[src/design/gbpd_pkg.sv]
// ----------------------------------------------------------------------------
// gbpd_pkg
// Shared types, mode codes and palettes for the graphics byte pixel decoder.
// ----------------------------------------------------------------------------
package gbpd_pkg;

  localparam int CellsPerByte = 7;

  // graphics_mode codes
  localparam logic [1:0] MODE_LORES  = 2'd0;
  localparam logic [1:0] MODE_HIRES  = 2'd1;
  localparam logic [1:0] MODE_DHIRES = 2'd2;
  localparam logic [1:0] MODE_RESET  = MODE_HIRES;

  localparam logic [2:0] CELL_W_NARROW = 3'd2;
  localparam logic [2:0] CELL_W_WIDE   = 3'd4;

  localparam logic [23:0] COLOR_BLACK  = 24'h000000;
  localparam logic [23:0] COLOR_WHITE  = 24'hFFFFFF;
  localparam logic [23:0] COLOR_GREEN  = 24'h20C000;
  localparam logic [23:0] COLOR_PURPLE = 24'hC000FF;
  localparam logic [23:0] COLOR_ORANGE = 24'hF06000;
  localparam logic [23:0] COLOR_BLUE   = 24'h2020FF;

  typedef struct packed {
    logic [7:0] main_byte;
    logic [7:0] aux_byte;
    logic       next_low_bit;
    logic [5:0] column;
    logic [7:0] line;
  } in_item_t;

  typedef struct packed {
    logic [23:0] color_rgb;
    logic [2:0]  cell_width;
    logic        last_of_column;
  } out_item_t;

  // line state carried from column to column
  typedef struct packed {
    logic       prev_dot;
    logic [2:0] queue;      // leftover double high-res bits, oldest in bit 0
    logic [1:0] queue_cnt;
  } line_state_t;

  typedef struct packed {
    logic [CellsPerByte-1:0][23:0] colors;
    logic [2:0]                    count;
    logic [2:0]                    width;
  } cell_run_t;

  function automatic logic [23:0] lores_color(input logic [3:0] nib);
    logic [23:0] c;
    case (nib)
      4'd0:    c = 24'h000000;
      4'd1:    c = 24'h9D09AA;
      4'd2:    c = 24'h2B2BE3;
      4'd3:    c = 24'hDB42FF;
      4'd4:    c = 24'h119D00;
      4'd5:    c = 24'h808080;
      4'd6:    c = 24'h0EA1FF;
      4'd7:    c = 24'hAAAAFF;
      4'd8:    c = 24'h885500;
      4'd9:    c = 24'hFF6600;
      4'd10:   c = 24'hAAAAAA;
      4'd11:   c = 24'hFF99FF;
      4'd12:   c = 24'h22FF00;
      4'd13:   c = 24'hFFFF00;
      4'd14:   c = 24'h44FF99;
      default: c = 24'hFFFFFF;
    endcase
    return c;
  endfunction

  function automatic logic [23:0] dhires_color(input logic [3:0] nib);
    logic [23:0] c;
    case (nib)
      4'd0:    c = 24'h000000;
      4'd1:    c = 24'hDD0033;
      4'd2:    c = 24'h000099;
      4'd3:    c = 24'hDD22DD;
      4'd4:    c = 24'h007722;
      4'd5:    c = 24'h555555;
      4'd6:    c = 24'h2222FF;
      4'd7:    c = 24'h66AAFF;
      4'd8:    c = 24'h885500;
      4'd9:    c = 24'hFF6600;
      4'd10:   c = 24'hAAAAAA;
      4'd11:   c = 24'hFF99AA;
      4'd12:   c = 24'h00DD00;
      4'd13:   c = 24'hFFFF00;
      4'd14:   c = 24'h44FF99;
      default: c = 24'hFFFFFF;
    endcase
    return c;
  endfunction

endpackage

[src/design/gbpd_decode.sv]
// ----------------------------------------------------------------------------
// gbpd_decode
// Decodes one column item into its run of cell colors and the next line state.
// ----------------------------------------------------------------------------
module gbpd_decode
  import gbpd_pkg::*;
(
  input  in_item_t    item,
  input  logic [1:0]  mode,
  input  line_state_t state,
  output cell_run_t   run,
  output line_state_t state_next
);

  line_state_t st;          // state after the line-start clear
  logic [3:0]  lo_nib;
  logic [23:0] lo_color;
  logic [CellsPerByte-1:0] dot_prev;
  logic [CellsPerByte-1:0] dot_next;
  logic [13:0] packed_bits;
  logic [16:0] q;
  logic [4:0]  total;
  logic        four_cells;

  always_comb begin
    st = state;
    if (item.column == 6'd0) begin
      st = '0;
    end
  end

  assign lo_nib   = item.line[2] ? item.main_byte[7:4] : item.main_byte[3:0];
  assign lo_color = lores_color(lo_nib);

  // neighbor dots for high-res
  always_comb begin
    for (int i = 0; i < CellsPerByte; i++) begin
      dot_prev[i] = (i == 0) ? st.prev_dot : item.main_byte[(i + 7) % 8];
      dot_next[i] = (i == CellsPerByte - 1) ? item.next_low_bit : item.main_byte[(i + 1) % 8];
    end
  end

  assign packed_bits = {item.main_byte[6:0], item.aux_byte[6:0]};
  assign q           = {3'b000, packed_bits} << st.queue_cnt | {14'd0, st.queue};
  assign total       = 5'd14 + {3'b000, st.queue_cnt};
  assign four_cells  = total[4];   // 16 or 17 bits queued

  always_comb begin
    run        = '0;
    state_next = st;
    case (mode)
      MODE_LORES: begin
        run.count = 3'(CellsPerByte);
        run.width = CELL_W_NARROW;
        for (int i = 0; i < CellsPerByte; i++) begin
          run.colors[i] = lo_color;
        end
      end
      MODE_HIRES: begin
        run.count = 3'(CellsPerByte);
        run.width = CELL_W_NARROW;
        for (int i = 0; i < CellsPerByte; i++) begin
          if (!item.main_byte[i]) begin
            run.colors[i] = COLOR_BLACK;
          end else if (dot_prev[i] || dot_next[i]) begin
            run.colors[i] = COLOR_WHITE;
          end else if (item.main_byte[7]) begin
            run.colors[i] = (item.column[0] ^ i[0]) ? COLOR_BLUE : COLOR_ORANGE;
          end else begin
            run.colors[i] = (item.column[0] ^ i[0]) ? COLOR_PURPLE : COLOR_GREEN;
          end
        end
        state_next.prev_dot = item.main_byte[CellsPerByte-1];
      end
      MODE_DHIRES: begin
        run.width = CELL_W_WIDE;
        run.count = four_cells ? 3'd4 : 3'd3;
        for (int k = 0; k < 4; k++) begin
          run.colors[k] = dhires_color(q[4*k +: 4]);
        end
        if (four_cells) begin
          state_next.queue     = {2'b00, q[16]};
          state_next.queue_cnt = 2'(total - 5'd16);
        end else begin
          state_next.queue     = q[14:12];
          state_next.queue_cnt = 2'(total - 5'd12);
        end
      end
      default: begin
        run.count = 3'd0;   // unused mode: no cells
      end
    endcase
  end

endmodule

[src/design/graphics_byte_pixel_decoder_top.sv]
// ----------------------------------------------------------------------------
// graphics_byte_pixel_decoder_top
// Turns each fetched graphics column into a run of colored pixel cells.
// ----------------------------------------------------------------------------
//  channel  | signals                           | direction
//  ---------+-----------------------------------+----------
//  in       | in_valid, in_ready, in_data       | input item: one column
//  out      | out_valid, out_ready, out_data    | result item: one pixel cell
//  cfg      | cfg_valid, cfg_ready, cfg_data    | graphics_mode write
//
//  A column item is registered, decoded in one pass into a cell buffer, and the
//  cells leave through an output register at one per cycle unless the output
//  stalls: 7 cells per item in low-res and high-res, 3 or 4 in double high-res,
//  none in the unused mode.
//  The next item waits in the input register while cells drain.
//  Reset is synchronous: mode goes to high-res, line state and valids clear.
//  Output stalls hold the output register and back up into the cell buffer.
// ----------------------------------------------------------------------------
module graphics_byte_pixel_decoder_top
  import gbpd_pkg::*;
(
  input  logic       clk,
  input  logic       rst,
  input  logic       in_valid,
  output logic       in_ready,
  input  in_item_t   in_data,
  output logic       out_valid,
  input  logic       out_ready,
  output out_item_t  out_data,
  input  logic       cfg_valid,
  output logic       cfg_ready,
  input  logic [1:0] cfg_data
);

  logic        [1:0] mode;
  logic              a_valid;
  in_item_t          a_item;
  line_state_t       lstate;
  line_state_t       lstate_next;
  cell_run_t         dec_run;
  logic [CellsPerByte-1:0][23:0] b_colors;
  logic        [2:0] b_cnt;
  logic        [2:0] b_idx;
  logic        [2:0] b_width;
  logic        [2:0] b_idx_inc;
  logic              b_has;
  logic              b_free;
  logic              out_load;
  logic              a_take;

  assign cfg_ready = 1'b1;

  gbpd_decode u_decode (
    .item       (a_item),
    .mode       (mode),
    .state      (lstate),
    .run        (dec_run),
    .state_next (lstate_next)
  );

  assign b_idx_inc = b_idx + 3'd1;
  assign b_has     = (b_idx != b_cnt);
  assign out_load  = b_has && (!out_valid || out_ready);
  assign b_free    = !b_has || (out_load && (b_idx_inc == b_cnt));
  assign a_take    = a_valid && b_free;
  assign in_ready  = !a_valid || a_take;

  always_ff @(posedge clk) begin
    if (rst) begin
      mode <= MODE_RESET;
    end else if (cfg_valid) begin
      mode <= cfg_data;
    end
  end

  always_ff @(posedge clk) begin
    if (rst) begin
      a_valid <= 1'b0;
    end else if (in_valid && in_ready) begin
      a_valid <= 1'b1;
    end else if (a_take) begin
      a_valid <= 1'b0;
    end
  end

  always_ff @(posedge clk) begin
    if (in_valid && in_ready) begin
      a_item <= in_data;
    end
  end

  always_ff @(posedge clk) begin
    if (rst) begin
      lstate <= '0;
    end else if (a_take) begin
      lstate <= lstate_next;
    end
  end

  // cell buffer
  always_ff @(posedge clk) begin
    if (rst) begin
      b_cnt <= 3'd0;
      b_idx <= 3'd0;
    end else if (a_take) begin
      b_cnt <= dec_run.count;
      b_idx <= 3'd0;
    end else if (out_load) begin
      b_idx <= b_idx_inc;
    end
  end

  always_ff @(posedge clk) begin
    if (a_take) begin
      b_colors <= dec_run.colors;
      b_width  <= dec_run.width;
    end
  end

  // output register
  always_ff @(posedge clk) begin
    if (rst) begin
      out_valid <= 1'b0;
    end else if (out_load) begin
      out_valid <= 1'b1;
    end else if (out_ready) begin
      out_valid <= 1'b0;
    end
  end

  always_ff @(posedge clk) begin
    if (out_load) begin
      out_data.color_rgb      <= b_colors[b_idx];
      out_data.cell_width     <= b_width;
      out_data.last_of_column <= (b_idx_inc == b_cnt);
    end
  end

  // buffer index never runs past the run length
  a_idx_bound: assert property (@(posedge clk) disable iff (rst)
    b_idx <= b_cnt)
    else $error("cell index past run length");

  // an item waiting in the input register stays until the buffer takes it
  a_hold: assert property (@(posedge clk) disable iff (rst)
    a_valid && !a_take |=> a_valid)
    else $error("input item lost");

  // double high-res always yields three or four cells
  a_dhr_cnt: assert property (@(posedge clk) disable iff (rst)
    a_take && (mode == MODE_DHIRES) |-> (dec_run.count == 3'd3) || (dec_run.count == 3'd4))
    else $error("bad double high-res cell count");

  // a cell is never sent while the buffer is empty
  a_load_src: assert property (@(posedge clk) disable iff (rst)
    out_load |-> (b_cnt != 3'd0))
    else $error("cell sent from empty buffer");

endmodule

[config.mk]
export PLATFORM = sky130hd
export DESIGN_NAME = graphics_byte_pixel_decoder_top
export DESIGN_NICKNAME = d
export VERILOG_FILES = /design/src/design/gbpd_pkg.sv /design/src/design/gbpd_decode.sv /design/src/design/graphics_byte_pixel_decoder_top.sv
export SDC_FILE = /design/constraint.sdc
export NUM_CORES = 1
export LEC_CHECK = 0
export BUFFER_PORTS_ARGS = -buffer_cell sky130_fd_sc_hd__buf_4
export CELL_PAD_IN_SITES_DETAIL_PLACEMENT = 0
export CELL_PAD_IN_SITES_GLOBAL_PLACEMENT = 2
export CORE_MARGIN = 2
export CORE_UTILIZATION = 42
export DETAILED_ROUTE_END_ITERATION = 7
export GPL_ROUTABILITY_DRIVEN = 1
export HOLD_SLACK_MARGIN = 0.02
export PLACE_DENSITY_LB_ADDON = 0.1
export SKIP_LAST_GASP = 1
export SLEW_MARGIN = 5
export SYNTH_ARGS = -nofsm -noshare
export SYNTH_HDL_FRONTEND = slang
export SYNTH_SLANG_ARGS = --single-unit
[constraint.sdc]
create_clock -name clk -period 7.6 [get_ports clk]
set_input_delay 1.9 -clock clk [delete_from_list [all_inputs] [get_ports clk]]
set_output_delay 1.9 -clock clk [all_outputs]
set_load 0.02 [all_outputs]
==> results.json <==
{
  "synth_warnings": 0,
  "slew-limit-headroom_pct": 20.4,
  "power_uw": 4650,
  "cts_inserted_buffers": 25,
  "antenna_found_initial": 0,
  "cts_sinks": 227,
  "root_buffer": "clkbuf_16",
  "postCtsSetupRepairBufs": 0,
  "pwr-share-comb_pct": 32.5,
  "vias_per_cell": 5.87,
  "rows": 63,
  "p_clk_share_pct": 26.1,
  "first_global_vias": 8695,
  "drt_iter0_markers": 842,
  "cts_tree": "done",
  "ys_seq_area_share_pct": 53.6,
  "antenna_cells": 0,
  "place_congestion": 0.875,
  "hp-class": "flip-flop to flip-flop",
  "crit_arrival_ns": 2.76,
  "yosys.area.top_type": "edfxtp_1",
  "tns_ns": 0,
  "ctsHoldBuffers": 0,
  "path_class": "flip-flop to primary output",
  "synth.distinct_cells": 84,
  "crit_family": "buffers and inverters",
  "maxSlewViolCount": 0,
  "post-route-drc-count": 0,
  "clock_skew_ns": 0.0131,
  "path_common_cell": "buf_4",
  "setup_viol": 0,
  "path_max_fanout": 51,
  "fillers": 2796,
  "synth_top_area_share_pct": 51.2,
  "synthArstFlopShare_pct": 0,
  "clk_pin_slew_worst_paths_ns": 0.06,
  "wirelength_um": 36700,
  "layout_min_cycle_time_ns": 4.66,
  "slowest_delay_ns": 0.66,
  "pwr-share-seq_pct": 41.4,
  "avgSynthCellArea_um2": 11.1,
  "worstPathCellList": "buf_4, ha_1, and3b_1, o211ai_1, nand3_1, buf_4",
  "clk_path_buf_depth": 3,
  "vias": 9149,
  "leakagePower_uw": 0.00525,
  "power.internal_uw": 3050,
  "critPathCaptureType": "primary output",
  "synthFlopType": "edfxtp_1",
  "crit_slowest_cell": "buf_4",
  "vdd_drop_max_v": 0.000211,
  "wl_per_cell_um": 23.6,
  "start_util_pct": 42.3,
  "required_ns": 5.70,
  "final_cell_mix": "212 x edfxtp_1, 134 x nand2_1, 102 x nor2_1",
  "worst-path-buf-inv": 2,
  "ys_top_cells_by_area": "edfxtp_1 51%, mux4_2 4.2%, nand2_1 4.0%",
  "worstSkewPairLatency_ns": 0.55,
  "start_kind": "flip-flop",
  "dr.pass1.iters": 7,
  "min_period_over_period_pct": 61.3,
  "netlist_instances": 1123,
  "final_common_cell": "edfxtp_1",
  "synth.ff_latch_count": 227,
  "switching_share_pct": 34.5,
  "core_region_area_um2": 29400,
  "drive_above_1_share_pct": 17.8,
  "cts_repair_resize_count": 0,
  "ios": 69,
  "finalHoldViolCount": 0,
  "synth_nets": 1191,
  "dp_hpwl_um": 25300,
  "track_usage_pct": 23.8,
  "h-tree-depth": 1,
  "layout.nets": 1218,
  "rsz0062_at_grt": "false",
  "grt_pass1_wl_um": 55500,
  "area_growth_syn_to_layout_pct": 12.5,
  "cap_violations": 0,
  "grt_max_degree": 121,
  "fmax_ghz": 0.215,
  "synth_area_um2": 12400,
  "dieArea_um2": 31000,
  "status": "complete, no violations",
  "die_h_um": 176,
  "grt-ovfl-total": 0,
  "p_sw_uw": 1600,
  "dieWidth_um": 176,
  "synth-edff-count": 212,
  "tightestPinTransition_ns": 1.19,
  "postRouteAntennaNets": 0,
  "io_buffers": 58,
  "cellPowerDensity_nw_per_um2": 332,
  "utilization_pct": 47.6
}
[flip-flops by register name, indices dropped and copies added (netlist names)]
signal and cells:
b_colors 161, a_valid 1, out_valid 1, mode 2, b_cnt 2, lstate 6, b_idx 3, a_item 23
out_data 26, b_width 2
[layer usage]
metal | share of wire, % | global-route usage (%)
met5 | 0 | 0
met4 | 3.4 | 7.61
met3 | 4.8 | 2.99
met2 | 46 | 37.7
met1 | 46 | 34.1
[layout make-up]
cell class | count | area, um^2 | area share (%)
Inverter | 25 | 98.8 | 0.706
Clock buffer | 32 | 682 | 4.87
Clock inverter | 14 | 134 | 0.956
Multi-Input combinational cell | 789 | 5310 | 37.9
Sequential cell | 227 | 6670 | 47.6
Tap cell | 390 | 488 | 3.49
Timing Repair Buffer | 82 | 616 | 4.40
[metrics by stage]
step                      worst slack (ns)  std cells  cell area, um^2  hold WS (ns)
after floorplan                      0.623       1123            12400         0.400
after global placement                3.01       1513            13200         0.406
after detailed placement              3.01       1513            13200         0.413
after CTS                             2.89       1559            14000         0.431
after global routing                  2.75       1559            14000         0.432
final                                 2.94       1559            14000         0.424
[kinds of logic (layout without fill, tap and decap cells)]
family / Yosys count / count (layout) / synth area share (%)
AO/OA/AOI/OAI: 291 / 291 / 15.7
XOR/XNOR: 7 / 7 / 0.603
adder cells (fa/ha/maj): 33 / 33 / 3.28
buffers and inverters: 107 / 153 / 3.82
flip-flops: 227 / 227 / 53.6
multiplexers: 77 / 77 / 8.68
other: 2 / 2 / 0.0604
AND/OR/NAND/NOR: 379 / 379 / 14.3
[path summary, 6_finish.rpt]
check / from / cells after the start / slack [ns] / endpoint
max: b_idx[1] / 6 / 2.94 / in_ready
min: b_width[1] / 0 / 0.42 / out_data[2]
max reg2reg: b_idx[1] / 7 / 3.45 / b_colors[127]
min reg2reg: b_width[1] / 0 / 0.42 / out_data[2]
[synth_stat cells (9+ instances only)]
master and instances:
edfxtp_1 212, nand2_1 134, nor2_1 102, a21oi_1 83
o211ai_1 52, nand3_1 47, clkbuf_1 44, o21ai_0 40
mux2i_1 37, ha_1 30, mux4_2 23, inv_1 19
mux2_2 17, o21ai_1 17, buf_1 15, dfxtp_1 15
nor3_1 15, nand4_1 13, buf_2 11, a211o_1 10
a31oi_1 10, or2_2 10, and2_1 9, nand2b_1 9
[power by group through the flow]
stage / combinational [uW] / sequential (uW) / clock, uW
floorplan: 933 / 2050 / 0
global placement: 1510 / 1940 / 0
detailed placement: 1520 / 1950 / 0
CTS: 1520 / 1930 / 1240
global route: 1650 / 1960 / 1280
finish: 1510 / 1930 / 1220
(Power assumes the default switching activity.)
